`src/rtl/hrp_pkg.sv`:
```
`timescale 1ns / 1ps
// Shared types and constants for the HTTP request parser.
// No dependencies; used by rtl/http_request_parser.sv.

package hrp_pkg;

    // Character codes
    localparam logic [7:0] CH_CR    = 8'h0D;
    localparam logic [7:0] CH_LF    = 8'h0A;
    localparam logic [7:0] CH_SPACE = 8'h20;
    localparam logic [7:0] CH_COLON = 8'h3A;
    localparam logic [7:0] CH_UPPER_A = 8'h41;
    localparam logic [7:0] CH_UPPER_Z = 8'h5A;
    localparam logic [7:0] CASE_OFFSET = 8'h20;

    // Field kinds
    localparam logic [2:0] K_METHOD  = 3'd0;
    localparam logic [2:0] K_PATH    = 3'd1;
    localparam logic [2:0] K_VERSION = 3'd2;
    localparam logic [2:0] K_KEY     = 3'd3;
    localparam logic [2:0] K_VALUE   = 3'd4;
    localparam logic [2:0] K_BODY    = 3'd5;

    // Result types
    localparam logic [1:0] R_DATA   = 2'd0;
    localparam logic [1:0] R_END    = 2'd1;
    localparam logic [1:0] R_ACCEPT = 2'd2;
    localparam logic [1:0] R_REJECT = 2'd3;

    // Parse position within the message
    typedef enum logic [3:0] {
        PH_METHOD     = 4'd0,
        PH_PATH       = 4'd1,
        PH_VERSION    = 4'd2,
        PH_FIRST_KEY  = 4'd3,
        PH_KEY_START  = 4'd4,
        PH_KEY        = 4'd5,
        PH_VALUE_LEAD = 4'd6,
        PH_VALUE      = 4'd7,
        PH_BODY       = 4'd8
    } phase_t;

    typedef struct packed {
        logic [7:0] in_byte;
        logic       final_byte;
    } in_item_t;

    typedef struct packed {
        logic [7:0] out_byte;
        logic [2:0] kind;
        logic [1:0] result_type;
        logic       last_result;
    } out_item_t;

    // One optional result, a reject flag and the phase it leaves behind
    typedef struct packed {
        logic      en;
        logic      rej;
        out_item_t res;
        phase_t    ph;
    } step_t;

endpackage

```
`src/rtl/http_request_parser.sv`:
```
`timescale 1ns / 1ps
// HTTP/1.1 request parser: byte-wise field splitter with accept/reject status.
// Depends on rtl/hrp_pkg.sv.
//
//  Channel   | Handshake                     | Payload
//  ----------+-------------------------------+--------------------------------
//  request   | byte_valid in, byte_stall out | byte_item   (hrp_pkg::in_item_t)
//  result    | result_valid out, result_stall| result_item (hrp_pkg::out_item_t)
//
//  Each accepted byte is decoded in the cycle it is taken; its results (0..3)
//  land in a three-slot result register, drained one per cycle unless stalled.
//  A byte that gives at most one result sustains one byte per cycle when
//  unstalled; a byte giving more results holds the input until they drain.
//  A new byte is taken in the same cycle as the last pending result leaves.
//  rst_n (async, low) returns the parser to the method field with no results
//  pending. result_stall holds the result register and so stalls the input.

module http_request_parser (
    input  logic                clk,
    input  logic                rst_n,
    input  logic                byte_valid,
    output logic                byte_stall,
    input  hrp_pkg::in_item_t   byte_item,
    output logic                result_valid,
    input  logic                result_stall,
    output hrp_pkg::out_item_t  result_item
);

    // Parser state
    hrp_pkg::phase_t phase_reg, phase_next;
    logic            cr_pending_reg, cr_pending_next;
    logic            rejected_reg, rejected_next;

    // Result register: up to three results per byte, drained by idx_reg
    hrp_pkg::out_item_t res_reg [3];
    hrp_pkg::out_item_t res_next [3];
    logic [1:0]         cnt_reg, cnt_next;
    logic [1:0]         idx_reg;

    logic accept;
    logic drain;
    logic last_leaving;

    // ------------------------------------------------------------------
    // Per-byte helpers
    // ------------------------------------------------------------------
    function automatic hrp_pkg::out_item_t mk(logic [7:0] b, logic [2:0] k, logic [1:0] t);
        hrp_pkg::out_item_t r;
        r.out_byte    = b;
        r.kind        = k;
        r.result_type = t;
        r.last_result = 1'b0;
        return r;
    endfunction

    // A byte that does not end a line (lone CR included)
    function automatic hrp_pkg::step_t data_byte(hrp_pkg::phase_t ph, logic [7:0] c);
        hrp_pkg::step_t s;
        s.en  = 1'b1;
        s.rej = 1'b0;
        s.ph  = ph;
        s.res = mk(c, hrp_pkg::K_METHOD, hrp_pkg::R_DATA);
        unique case (ph)
            hrp_pkg::PH_METHOD:
            begin
                if (c == hrp_pkg::CH_SPACE)
                begin
                    s.res = mk(8'h00, hrp_pkg::K_METHOD, hrp_pkg::R_END);
                    s.ph  = hrp_pkg::PH_PATH;
                end
            end
            hrp_pkg::PH_PATH:
            begin
                if (c == hrp_pkg::CH_SPACE)
                begin
                    s.res = mk(8'h00, hrp_pkg::K_PATH, hrp_pkg::R_END);
                    s.ph  = hrp_pkg::PH_VERSION;
                end
                else
                begin
                    s.res = mk(c, hrp_pkg::K_PATH, hrp_pkg::R_DATA);
                end
            end
            hrp_pkg::PH_VERSION:
            begin
                s.res = mk(c, hrp_pkg::K_VERSION, hrp_pkg::R_DATA);
            end
            hrp_pkg::PH_FIRST_KEY, hrp_pkg::PH_KEY_START, hrp_pkg::PH_KEY:
            begin
                if (c == hrp_pkg::CH_COLON)
                begin
                    s.res = mk(8'h00, hrp_pkg::K_KEY, hrp_pkg::R_END);
                    s.ph  = hrp_pkg::PH_VALUE_LEAD;
                end
                else
                begin
                    if (c >= hrp_pkg::CH_UPPER_A && c <= hrp_pkg::CH_UPPER_Z)
                        s.res = mk(c + hrp_pkg::CASE_OFFSET, hrp_pkg::K_KEY,
                                   hrp_pkg::R_DATA);
                    else
                        s.res = mk(c, hrp_pkg::K_KEY, hrp_pkg::R_DATA);
                    s.ph = hrp_pkg::PH_KEY;
                end
            end
            hrp_pkg::PH_VALUE_LEAD:
            begin
                // leading spaces of a value are dropped
                s.res = mk(c, hrp_pkg::K_VALUE, hrp_pkg::R_DATA);
                if (c == hrp_pkg::CH_SPACE)
                    s.en = 1'b0;
                else
                    s.ph = hrp_pkg::PH_VALUE;
            end
            hrp_pkg::PH_VALUE:
            begin
                s.res = mk(c, hrp_pkg::K_VALUE, hrp_pkg::R_DATA);
            end
            default:
            begin
                s.en = 1'b0;
            end
        endcase
        return s;
    endfunction

    // CRLF outside the body
    function automatic hrp_pkg::step_t line_end(hrp_pkg::phase_t ph);
        hrp_pkg::step_t s;
        s.en  = 1'b1;
        s.rej = 1'b0;
        s.ph  = ph;
        s.res = mk(8'h00, hrp_pkg::K_METHOD, hrp_pkg::R_REJECT);
        unique case (ph)
            hrp_pkg::PH_VERSION:
            begin
                s.res = mk(8'h00, hrp_pkg::K_VERSION, hrp_pkg::R_END);
                s.ph  = hrp_pkg::PH_FIRST_KEY;
            end
            hrp_pkg::PH_KEY_START:
            begin
                // empty line closes the headers
                s.en = 1'b0;
                s.ph = hrp_pkg::PH_BODY;
            end
            hrp_pkg::PH_VALUE:
            begin
                s.res = mk(8'h00, hrp_pkg::K_VALUE, hrp_pkg::R_END);
                s.ph  = hrp_pkg::PH_KEY_START;
            end
            default:
            begin
                // short request line, key without colon, empty value,
                // or no header lines at all
                s.rej = 1'b1;
            end
        endcase
        return s;
    endfunction

    // ------------------------------------------------------------------
    // Decode of the byte at the input
    // ------------------------------------------------------------------
    always_comb
    begin
        hrp_pkg::step_t s;
        logic [7:0]     b;
        logic           fin;
        logic [1:0]     n;

        s   = '0;
        b   = byte_item.in_byte;
        fin = byte_item.final_byte;
        n   = 2'd0;
        phase_next      = phase_reg;
        cr_pending_next = cr_pending_reg;
        rejected_next   = rejected_reg;
        for (int i = 0; i < 3; i++)
            res_next[i] = mk(8'h00, hrp_pkg::K_METHOD, hrp_pkg::R_DATA);

        if (!rejected_reg)
        begin
            if (phase_reg == hrp_pkg::PH_BODY)
            begin
                res_next[n] = mk(b, hrp_pkg::K_BODY, hrp_pkg::R_DATA);
                n = n + 2'd1;
            end
            else
            begin
                if (cr_pending_reg)
                begin
                    cr_pending_next = 1'b0;
                    if (b == hrp_pkg::CH_LF)
                    begin
                        s = line_end(phase_next);
                        if (s.en)
                        begin
                            res_next[n] = s.res;
                            n = n + 2'd1;
                        end
                        phase_next    = s.ph;
                        rejected_next = s.rej;
                    end
                    else
                    begin
                        // held CR was an ordinary byte
                        s = data_byte(phase_next, hrp_pkg::CH_CR);
                        if (s.en)
                        begin
                            res_next[n] = s.res;
                            n = n + 2'd1;
                        end
                        phase_next = s.ph;
                    end
                end
                if (!(cr_pending_reg && b == hrp_pkg::CH_LF))
                begin
                    if (b == hrp_pkg::CH_CR)
                    begin
                        cr_pending_next = 1'b1;
                    end
                    else
                    begin
                        s = data_byte(phase_next, b);
                        if (s.en)
                        begin
                            res_next[n] = s.res;
                            n = n + 2'd1;
                        end
                        phase_next = s.ph;
                    end
                end
            end

            if (fin && !rejected_next)
            begin
                if (phase_next == hrp_pkg::PH_BODY)
                begin
                    res_next[n] = mk(8'h00, hrp_pkg::K_BODY, hrp_pkg::R_END);
                    n = n + 2'd1;
                    res_next[n] = mk(8'h00, hrp_pkg::K_METHOD, hrp_pkg::R_ACCEPT);
                    n = n + 2'd1;
                end
                else
                begin
                    // message ended before the body began
                    res_next[n] = mk(8'h00, hrp_pkg::K_METHOD, hrp_pkg::R_REJECT);
                    n = n + 2'd1;
                end
            end
        end

        if (n != 2'd0)
            res_next[n - 2'd1].last_result = 1'b1;
        cnt_next = n;

        // every message starts from a clean state
        if (fin)
        begin
            phase_next      = hrp_pkg::PH_METHOD;
            cr_pending_next = 1'b0;
            rejected_next   = 1'b0;
        end
    end

    // ------------------------------------------------------------------
    // Handshakes
    // ------------------------------------------------------------------
    assign result_valid = (idx_reg != cnt_reg);
    assign drain        = result_valid && !result_stall;
    assign last_leaving = drain && (idx_reg + 2'd1 == cnt_reg);
    assign byte_stall   = result_valid && !last_leaving;
    assign accept       = byte_valid && !byte_stall;

    always_comb
    begin
        case (idx_reg)
            2'd0:    result_item = res_reg[0];
            2'd1:    result_item = res_reg[1];
            default: result_item = res_reg[2];
        endcase
    end

    // ------------------------------------------------------------------
    // Registers
    // ------------------------------------------------------------------
    always_ff @(posedge clk or negedge rst_n)
    begin
        if (!rst_n)
        begin
            phase_reg      <= hrp_pkg::PH_METHOD;
            cr_pending_reg <= 1'b0;
            rejected_reg   <= 1'b0;
            cnt_reg        <= 2'd0;
            idx_reg        <= 2'd0;
        end
        else if (accept)
        begin
            phase_reg      <= phase_next;
            cr_pending_reg <= cr_pending_next;
            rejected_reg   <= rejected_next;
            cnt_reg        <= cnt_next;
            idx_reg        <= 2'd0;
        end
        else if (drain)
        begin
            idx_reg <= idx_reg + 2'd1;
        end
    end

    // result payload, no reset needed
    always_ff @(posedge clk)
    begin
        if (accept)
        begin
            for (int i = 0; i < 3; i++)
                res_reg[i] <= res_next[i];
        end
    end

endmodule

```
`config.mk`:
```
export PLATFORM = sky130hd
export DESIGN_NAME = http_request_parser
export DESIGN_NICKNAME = d
export VERILOG_FILES = /design/src/rtl/hrp_pkg.sv /design/src/rtl/http_request_parser.sv
export SDC_FILE = /design/constraint.sdc
export NUM_CORES = 1
export LEC_CHECK = 0
export ABC_AREA = 1
export ABC_CLOCK_PERIOD_IN_PS = 3450
export CAP_MARGIN = 20
export CORE_ASPECT_RATIO = 1.75
export CORE_MARGIN = 2
export CORE_UTILIZATION = 29
export CTS_CLUSTER_SIZE = 16
export DETAILED_ROUTE_END_ITERATION = 6
export DONT_BUFFER_PORTS = 1
export PLACE_DENSITY = 0.51
export SYNTH_ARGS = -nofsm -noshare
export SYNTH_HDL_FRONTEND = slang
export SYNTH_SLANG_ARGS = --single-unit
```
`constraint.sdc`:
```
create_clock -name clk -period 3.45 [get_ports clk]
set_input_delay 0.1725 -clock clk [delete_from_list [all_inputs] [get_ports clk]]
set_output_delay 0.1725 -clock clk [all_outputs]
set_load 0.02 [all_outputs]
```
==> metrics.md, run 1 <==
| Metric | Value |
|---|---|
| IO Count | `29` |
| # DRC | `0` |
| Post-synth net total | `419` |
| First-pass GRT wire length | `13.1 mm` |
| Yosys top cell area share | `31.9%` |
| HPWL after DPL | `6.38 mm` |
| Area delta synth->final | `12.1%` |
| Share of layout cells above drive strength 1 | `15.4%` |
| Nets | `424` |
| Filler Cells Inserted | `1124` |
| GPL Wtd Cong | `0.938` |
| Synth cell count leaders | `103 x nand2_1, 48 x nor2_1, 37 x inv_1` |
| Crit path cell chain | `nor2_1 -> nand3_1 -> nand3_1 -> nand3_1 -> a21oi_2 -> nand3_1 -> nand2_1 -> inv_2 -> ha_1 -> nand2_2 -> nand2_2 -> a21oi_4 -> inv_2 -> nor2_4 -> inv_2 -> nand2_1 -> a21oi_1` |
| Skew final | `0.00938 ns` |
| Post-CTS Resized | `0` |
| Final Total Pwr | `2.38 mW` |
| Hold crit path type | `in2reg` |
| Ranking of synthesized cells by area | `edfxtp_1 32%, nand2_1 13%, dfrtp_1 8.3%` |
| Vias per inst | `4.98` |
| Most used DFF post-synth | `edfxtp_1` |
| Largest net degree at the start of global routing | `34` |
| Antenna cell count | `0` |
| Total grt overflow | `0` |
| Drt pass-1 iters | `4` |
| Worst hold margin | `0.143 ns` |
| Initial antenna violation count | `0` |
| Worst slew margin relative to its limit | `60.9%` |
| Core area | `10200 µm²` |
| CTS buffer count | `5` |
| Min cycle time layout | `3.04 ns` |
| Clk buf depth | `2` |
| TritonCTS clock tree | `done` |
| Vias in the first global route | `2725` |
| RSZ-0062 raised after global routing | `false` |
| Worst VDD drop | `0.272 mV` |
| Yosys reg bits | `42` |
| Synth async-reset ratio | `23.8%` |
| P_leak | `1.61 nW` |
| Outcome | `completed` |
| Library cells used by synthesis | `42` |
| Mapped cell area | `3010 µm²` |
| Synth Area per Inst | `7.49 µm²` |
| Initial Utilization | `29.6%` |
| Final worst path period share | `88.3%` |
| Worst skew pair latency | `0.29 ns` |
| Final hold vios | `0` |
| Fmax | `328 MHz` |
| Fin Setup TNS | `0 ns` |
| Sequential area share after synthesis | `40.2%` |
| Most frequent cell after synthesis | `nand2_1` |
| Max stage delay on crit path | `0.42 ns` |
| Crit-path max FO | `7` |
| Die Ht | `139 µm` |
| Met1 Resource Use GR | `14.9%` |
| Slowest stage cell, crit path | `dfrtp_1` |
| First DRT Iteration DRCs | `125` |
| Number of synthesized flops with an enable pin | `32` |
| H-tree depth | `2` |
| GR met3 Demand/Resource | `1.82%` |
| Ys Warns | `0` |
| Clk root buf | `clkbuf_16` |
| Final slew viol count | `0` |
| Worst Tran Pin Value | `0.586 ns` |
| Crit-path most repeated cell | `nand3_1` |
| Die Area | `11200 µm²` |
| Post-route ant nets | `0` |
| CTS sink cnt | `42` |
| R2R cell count | `17` |
| Utilization after layout | `33.2%` |
| CP required | `3.47 ns` |
| Worst hold path cell count | `2` |
| Met2 Usage GRT | `27.8%` |
| Avg WL per Cell | `14.8 µm` |
| Via count | `2662` |
| CP Capture Type | `register` |
| # rows | `49` |
| Dominant cell type by area after synthesis | `edfxtp_1` |
| Cell Pwr Density | `705 nW/µm²` |
| GR peak layer | `met2` |
| Max Cap Violations | `0` |
| Clk slew on worst S/H paths | `0.06 ns` |
| Largest register FFs | `32` |
| GRT Overall Usage | `15.0%` |
| Final setup fails | `0` |
| Die X | `81.0 µm` |
| WS Path Type | `reg2reg` |
| Startpoint types | `register` |
| Cells after Synth | `402` |
| Crit path DAT | `3.06 ns` |
| Total Wirelength | `7.92 mm` |
| I/O Buffers | `0` |
final cells by class:
cell class	count	area, µm²	share of cell area (%)
Sequential cell	42	1210	35.9
Tap cell	127	159	4.71
Multi-Input combinational cell	297	1560	46.2
Clock inverter	3	68.8	2.04
Timing Repair Buffer	5	42.5	1.26
Inverter	56	210	6.23
Clock buffer	5	125	3.71
repair_timing:
action,in CTS,in global routing
setup buffers,0,0
hold endpoints to repair,11,0
hold buffers,2,0
power by group:
part           total, mW  switching (mW)  leakage (nW)  internal (mW)
combinational      0.936           0.687          1.08          0.248
sequential         0.837          0.0726         0.439          0.764
clock              0.607           0.192        0.0940          0.416
total               2.38           0.952          1.61           1.43
per-stage QoR:
stage                     setup slack, ns  instances  area, µm²
after floorplan                     0.783        402       3010
after global placement              0.504        525       3160
after detailed placement            0.399        525       3160
after CTS                           0.398        535       3370
after global routing               0.0170        535       3370
final                               0.405        535       3370
worst max-delay path, delay by kind of cell (launching register included):
kind                       cells  cell delay, ns
AOI/OAI and AO/OA              3            0.53
DFF                            1            0.42
and+or+nand+nor               10            1.28
buffers and inverters          3            0.26
adders and majority gates      1            0.28
cells in the final DEF, fill, tap and decap left out, types with 2 or more instances in the layout:
cell type	count
buf_4	3
o21ai_1	5
nor2_4	3
bufinv_16	2
a211oi_1	3
a31oi_1	3
nand2_2	13
a22o_1	9
nor2_1	48
nor3_2	3
a21oi_2	2
edfxtp_1	32
a22oi_1	4
clkinv_1	3
nand3_2	2
inv_1	37
inv_2	16
nor3_1	6
dfrtp_1	10
nand3_1	29
nand2_4	2
o21ai_0	7
clkbuf_16	5
nand4_1	7
a21oi_1	21
nand2_1	103
nor2_2	6
o2111ai_1	2
dlygate4sd3_1	2
xnor2_1	2
ha_1	4
o31ai_1	2
routing by layer:
metal / vias to the layer above / part of all wire, %
met5: - / 0
met4: 0 / 4.2
met3: 22 / 3.0
met2: 59 / 57
met1: 1233 / 36
li1: 1348 / -
kinds of logic after synthesis:
kind of cell / after synthesis / synth area share (%)
fa+ha+maj: 4 / 1.66
xor+xnor: 3 / 0.873
compound gates: 63 / 13.8
flops: 42 / 40.2
simple gates: 226 / 35.3
other cells: 1 / 0.125
buf+inv: 63 / 8.02
final timing paths:
path                                          start                      endpoint  slack, ns
max                        phase_reg[3]$_DFFE_PN0P_   res_reg[0][3]$_SDFFCE_PP0P_       0.41
min                                    byte_item[5]  res_reg[0][24]$_SDFFCE_PP0P_       0.14
max reg2reg                phase_reg[3]$_DFFE_PN0P_   res_reg[0][3]$_SDFFCE_PP0P_       0.41
min reg2reg                  cnt_reg[0]$_DFFE_PN0P_        cnt_reg[0]$_DFFE_PN0P_       0.53
max in group asynchronous                     rst_n        idx_reg[1]$_DFFE_PN0P_       2.81
min in group asynchronous                     rst_n      phase_reg[1]$_DFFE_PN0P_       0.29
No activity file was read; power rests on OpenSTA's default activity.
==> inputs of run 2 (changes only) <==
Settings changed: CORE_UTILIZATION 29 to 53, CTS_BUF_LIST from default to sky130_fd_sc_hd__clkbuf_4 sky130_fd_sc_hd__clkbuf_8 sky130_fd_sc_hd__clkbuf_16, PLACE_DENSITY 0.51 to 0.76.
==> metrics.md, run 2 (synthesis gave the netlist of run 1 again) <==
| Metric | Value |
|---|---|
| Outcome | `completed` |
| Worst slew margin relative to its limit | `65.3%` |
| Fin Setup TNS | `0 ns` |
| Via count | `2641` |
| WS Path Type | `reg2reg` |
| Largest register FFs | `32` |
| Worst Tran Pin Value | `0.521 ns` |
| Startpoint types | `register` |
| Fmax | `331 MHz` |
| Die Area | `6320 µm²` |
| Total grt overflow | `0` |
| Hold crit path type | `in2reg` |
| Drt pass-1 iters | `4` |
| # rows | `36` |
| Initial antenna violation count | `0` |
| Vias per inst | `5.47` |
| Clk root buf | `clkbuf_8` |
| TritonCTS clock tree | `done` |
| Most common cell after layout, fill and taps aside | `nand2_1` |
| Inst Count DP | `473` |
| RSZ-0062 raised after global routing | `false` |
| Worst hold margin | `0.136 ns` |
| Final worst path period share | `87.5%` |
| Cell Pwr Density | `662 nW/µm²` |
| Worst skew pair latency | `0.30 ns` |
| Die Ht | `104 µm` |
| Non-filler cells in the finished layout | `483` |
| H-tree depth | `2` |
| First-pass GRT wire length | `11.7 mm` |
| Skew final | `0.00688 ns` |
| Initial Utilization | `54.3%` |
| I/O Buffers | `0` |
| CP Capture Type | `register` |
| Post-route ant nets | `0` |
| Crit-path max FO | `7` |
| Placed Area | `3090 µm²` |
| Final hold vios | `0` |
| CTS buffer count | `5` |
| Avg WL per Cell | `14.3 µm` |
| Die X | `61.0 µm` |
| GRT Overall Usage | `24.1%` |
| P_leak | `1.56 nW` |
| Final instance area | `3230 µm²` |
| Min cycle time layout | `3.02 ns` |
| Utilization after layout | `58.2%` |
| CP required | `3.48 ns` |
| # DRC | `0` |
| Share of layout cells above drive strength 1 | `15.5%` |
| Total setup buffers inserted after CTS | `0` |
| Final setup fails | `0` |
| Vias in the first global route | `2558` |
| GPL Wtd Cong | `0.976` |
| Area delta synth->final | `7.15%` |
| Most frequent cells in the layout | `103 x nand2_1, 47 x nor2_1, 37 x inv_1, 32 x edfxtp_1, 29 x nand3_1` |
| Crit path DAT | `3.05 ns` |
| Max Cap Violations | `0` |
| Largest net degree at the start of global routing | `34` |
| CTS sink cnt | `42` |
| Total Wirelength | `6.93 mm` |
| IO Count | `29` |
| Nets | `423` |
| Core area | `5540 µm²` |
| Clk slew on worst S/H paths | `0.08 ns` |
| Antenna cell count | `0` |
| Worst VDD drop | `0.344 mV` |
| HPWL after DPL | `5.58 mm` |
| Final slew viol count | `0` |
| First DRT Iteration DRCs | `94` |
| Clk buf depth | `2` |
==> run 2: changes by cell type in the layout (fill, tap and decap cells not counted), sizes merged <==
cell,before,now
buf,3,2
clkinv,4,3
bufinv,2,1
clkinvlp,0,2
==> run 2: repair_timing <==
action,in CTS,in global routing
setup endpoints to repair,0,1
hold buffers,2,0
gates resized for setup,0,1
hold endpoints to repair,11,0
==> run 2: area by class of cell <==
cell class	instances	area [µm²]
multi-input cells	297	1560
well taps	76	95.1
fillers	536	2310
inverters	56	210
flip-flops and latches	42	1210
clock inverters	3	45.0
repair buffers	4	35.0
clock buffers	5	68.8
==> run 2: per-layer routing <==
metal  GRT usage (%)  wire length, µm  up-vias
met4            13.5              344        0
met1            27.5             2720     1204
met5               0                0        -
met2            40.9             3650       70
li1                -                -     1342
met3            3.37              219       25
==> run 2: path summary, 6_finish.rpt <==
path | startpoint | endpoint | slack, ns | cells past startpoint
worst max-delay path | phase_reg[1]$_DFFE_PN0P_ | res_reg[0][3]$_SDFFCE_PP0P_ | 0.43 | 17
min in group asynchronous | rst_n | rejected_reg$_DFFE_PN0P_ | 0.26 | 1
worst min register to register | cnt_reg[0]$_DFFE_PN0P_ | cnt_reg[0]$_DFFE_PN0P_ | 0.52 | 2
worst min-delay path | byte_item[0] | phase_reg[3]$_DFFE_PN0P_ | 0.14 | 3
max in group asynchronous | rst_n | cnt_reg[1]$_DFFE_PN0P_ | 2.88 | 1
worst max register to register | phase_reg[1]$_DFFE_PN0P_ | res_reg[0][3]$_SDFFCE_PP0P_ | 0.43 | 17
==> run 2: metrics by stage <==
step / power (mW) / worst slack [ns]
finish: 2.13 / 0.430
detailed placement: 1.77 / 0.418
global route: 2.30 / 0.0598
global placement: 1.74 / 0.524
floorplan: 1.61 / 0.783
CTS: 2.15 / 0.392
==> run 2: where the power goes <==
group	total [mW]	switching (mW)	internal (mW)
clock	0.382	0.167	0.215
combinational	0.917	0.670	0.247
sequential	0.836	0.0732	0.763
==> run 2: worst max-delay path: stages, from the launching register on <==
cell	delay, ns
dfrtp_1	0.46
nor2_1	0.23
nand2_2	0.11
nand3_1	0.16
nand3_1	0.12
a21oi_2	0.25
nand3_1	0.09
nand2_1	0.14
inv_2	0.07
ha_1	0.28
nand2_2	0.07
nand2_2	0.06
a21oi_4	0.21
inv_2	0.09
nor2_4	0.17
inv_2	0.10
nand2_1	0.08
a21oi_1	0.06
==> inputs of run 3 (changes only) <==
Settings changed: ABC_CLOCK_PERIOD_IN_PS 3450 to 3650.
Clock period 3.45 ns to 3.65 ns, I/O delays scaled along.
==> metrics.md, run 3 (synthesis gave the netlist of run 1 again) <==
| Metric | Value |
|---|---|
| Outcome | `completed` |
| CTS sink cnt | `42` |
| Largest net degree at the start of global routing | `34` |
| Utilization after layout | `58.2%` |
| R2R cell count | `17` |
| Core area | `5540 µm²` |
| IO Count | `29` |
| Post-route ant nets | `0` |
| Filler Cells Inserted | `533` |
| Total setup buffers inserted after CTS | `0` |
| TritonCTS clock tree | `done` |
| # DRC | `0` |
| Crit path cell chain | `nor2_1 -> nand3_1 -> nand3_1 -> nand3_1 -> a21oi_2 -> nand3_1 -> nand2_1 -> inv_2 -> ha_1 -> nand2_2 -> nand2_2 -> a21oi_4 -> inv_2 -> nor2_4 -> inv_2 -> nand2_1 -> a21oi_1` |
| Total Wirelength | `6.87 mm` |
| Slowest stage cell, crit path | `dfrtp_1` |
| Area delta synth->final | `7.15%` |
| HPWL after DPL | `5.58 mm` |
| Crit path DAT | `3.09 ns` |
| Placed Area | `3100 µm²` |
| CP Capture Type | `register` |
| Share of layout cells above drive strength 1 | `15.4%` |
| Final slew viol count | `0` |
| Clk root buf | `clkbuf_8` |
| CTS buffer count | `5` |
| Final setup margin | `0.588 ns` |
| Total grt overflow | `0` |
| Antenna cell count | `0` |
| H-tree depth | `2` |
| Die X | `61.0 µm` |
| Vias in the first global route | `2719` |
| I/O Buffers | `0` |
| First DRT Iteration DRCs | `91` |
| Worst slew margin relative to its limit | `64.7%` |
| RSZ-0062 raised after global routing | `false` |
| Final setup fails | `0` |
| Fin Setup TNS | `0 ns` |
| Worst Tran Pin Value | `0.530 ns` |
| Bufs and invs on worst path | `3` |
| Levels on crit path | `17` |
| Worst hold path cell count | `3` |
| Worst skew pair latency | `0.29 ns` |
| Clk buf depth | `2` |
| Fmax | `327 MHz` |
| Setup WS pre-CTS | `0.609 ns` |
| Skew final | `0.00762 ns` |
| Cell Pwr Density | `621 nW/µm²` |
| GRT Overall Usage | `24.1%` |
| Final instance area | `3230 µm²` |
| Drt pass-1 iters | `4` |
| Via count | `2676` |
| Crit-path most repeated cell | `nand3_1` |
| Initial Utilization | `54.3%` |
| P_leak | `1.57 nW` |
| Worst hold margin | `0.143 ns` |
| Crit-path max FO | `7` |
| Nets | `424` |
| Avg WL per Cell | `14.2 µm` |
| Largest register FFs | `32` |
| Hold crit path type | `in2reg` |
| Vias per inst | `5.53` |
| Max Cap Violations | `0` |
| GPL Wtd Cong | `0.979` |
| WS Path Type | `reg2reg` |
| Initial antenna violation count | `0` |
| Crit path max-delay family | `simple AND/OR/NAND/NOR gates` |
| Die Ht | `104 µm` |
| Max stage delay on crit path | `0.43 ns` |
| Most common cell after layout, fill and taps aside | `nand2_1` |
| # rows | `36` |
| Min cycle time layout | `3.06 ns` |
| Die Area | `6320 µm²` |
| Worst VDD drop | `0.255 mV` |
| Most frequent cells in the layout | `103 x nand2_1, 48 x nor2_1, 37 x inv_1, 32 x edfxtp_1, 29 x nand3_1` |
| Startpoint types | `register` |
| Clk slew on worst S/H paths | `0.08 ns` |
| CP required | `3.67 ns` |
| Final hold vios | `0` |
| First-pass GRT wire length | `11.9 mm` |
| Final worst path period share | `83.9%` |
==> run 3: cell count changes in the layout (fill, tap and decap cells not counted) <==
cell | previous run | this run
clkinv_2 | 0 | 2
clkinvlp_4 | 2 | 0
buf_4 | 2 | 3
nor2_1 | 47 | 48
nor2_2 | 7 | 6
==> run 3: final timing paths <==
path	start	endpoint	slack [ns]
max in group asynchronous	rst_n	rejected_reg$_DFFE_PN0P_	3.06
worst min-delay path	byte_item[0]	phase_reg[3]$_DFFE_PN0P_	0.14
worst max-delay path	phase_reg[3]$_DFFE_PN0P_	res_reg[0][3]$_SDFFCE_PP0P_	0.59
worst max register to register	phase_reg[3]$_DFFE_PN0P_	res_reg[0][3]$_SDFFCE_PP0P_	0.59
worst min register to register	cnt_reg[0]$_DFFE_PN0P_	cnt_reg[0]$_DFFE_PN0P_	0.52
min in group asynchronous	rst_n	phase_reg[0]$_DFFE_PN0P_	0.27
==> run 3: final cells by class <==
type	count	area (µm²)	area share, %
clock buffer	5	68.8	2.13
clock inverter	3	40.0	1.24
tap	76	95.1	2.95
timing repair buffer	5	42.5	1.32
sequential	42	1210	37.5
multi-input combinational	297	1560	48.3
inverter	56	210	6.52
==> run 3: tightest hold or removal path, delay by kind of cell <==
family	cells	cell delay [ns]
AOI/OAI and AO/OA	1	0.08
buffers and inverters	1	0.04
and+or+nand+nor	1	0.10
==> run 3: through the flow <==
step                instances  power (mW)
floorplan                 402        1.52
global placement          474        1.65
detailed placement        474        1.67
CTS                       484        2.02
global route              484        2.16
finish                    484        2.00
==> run 3: layer usage <==
layer	wire, µm	vias to the layer above	track usage (%)	share of wire [%]
met5	0	-	0	0
met4	342	0	13.7	5.0
met3	232	28	3.75	3.4
met2	3670	77	41.3	53
met1	2630	1220	26.7	38
li1	-	1351	-	-
==> run 3: repair_timing <==
item	in CTS	in global routing
gates resized for setup	0	0
hold buffers	2	0
endpoints found under the hold margin	11	0
==> run 3: power breakdown <==
part           total (mW)  switching, mW  internal [mW]
registers           0.792         0.0697          0.722
clock network       0.351          0.150          0.201
logic               0.862          0.629          0.233
total                2.00          0.848           1.16
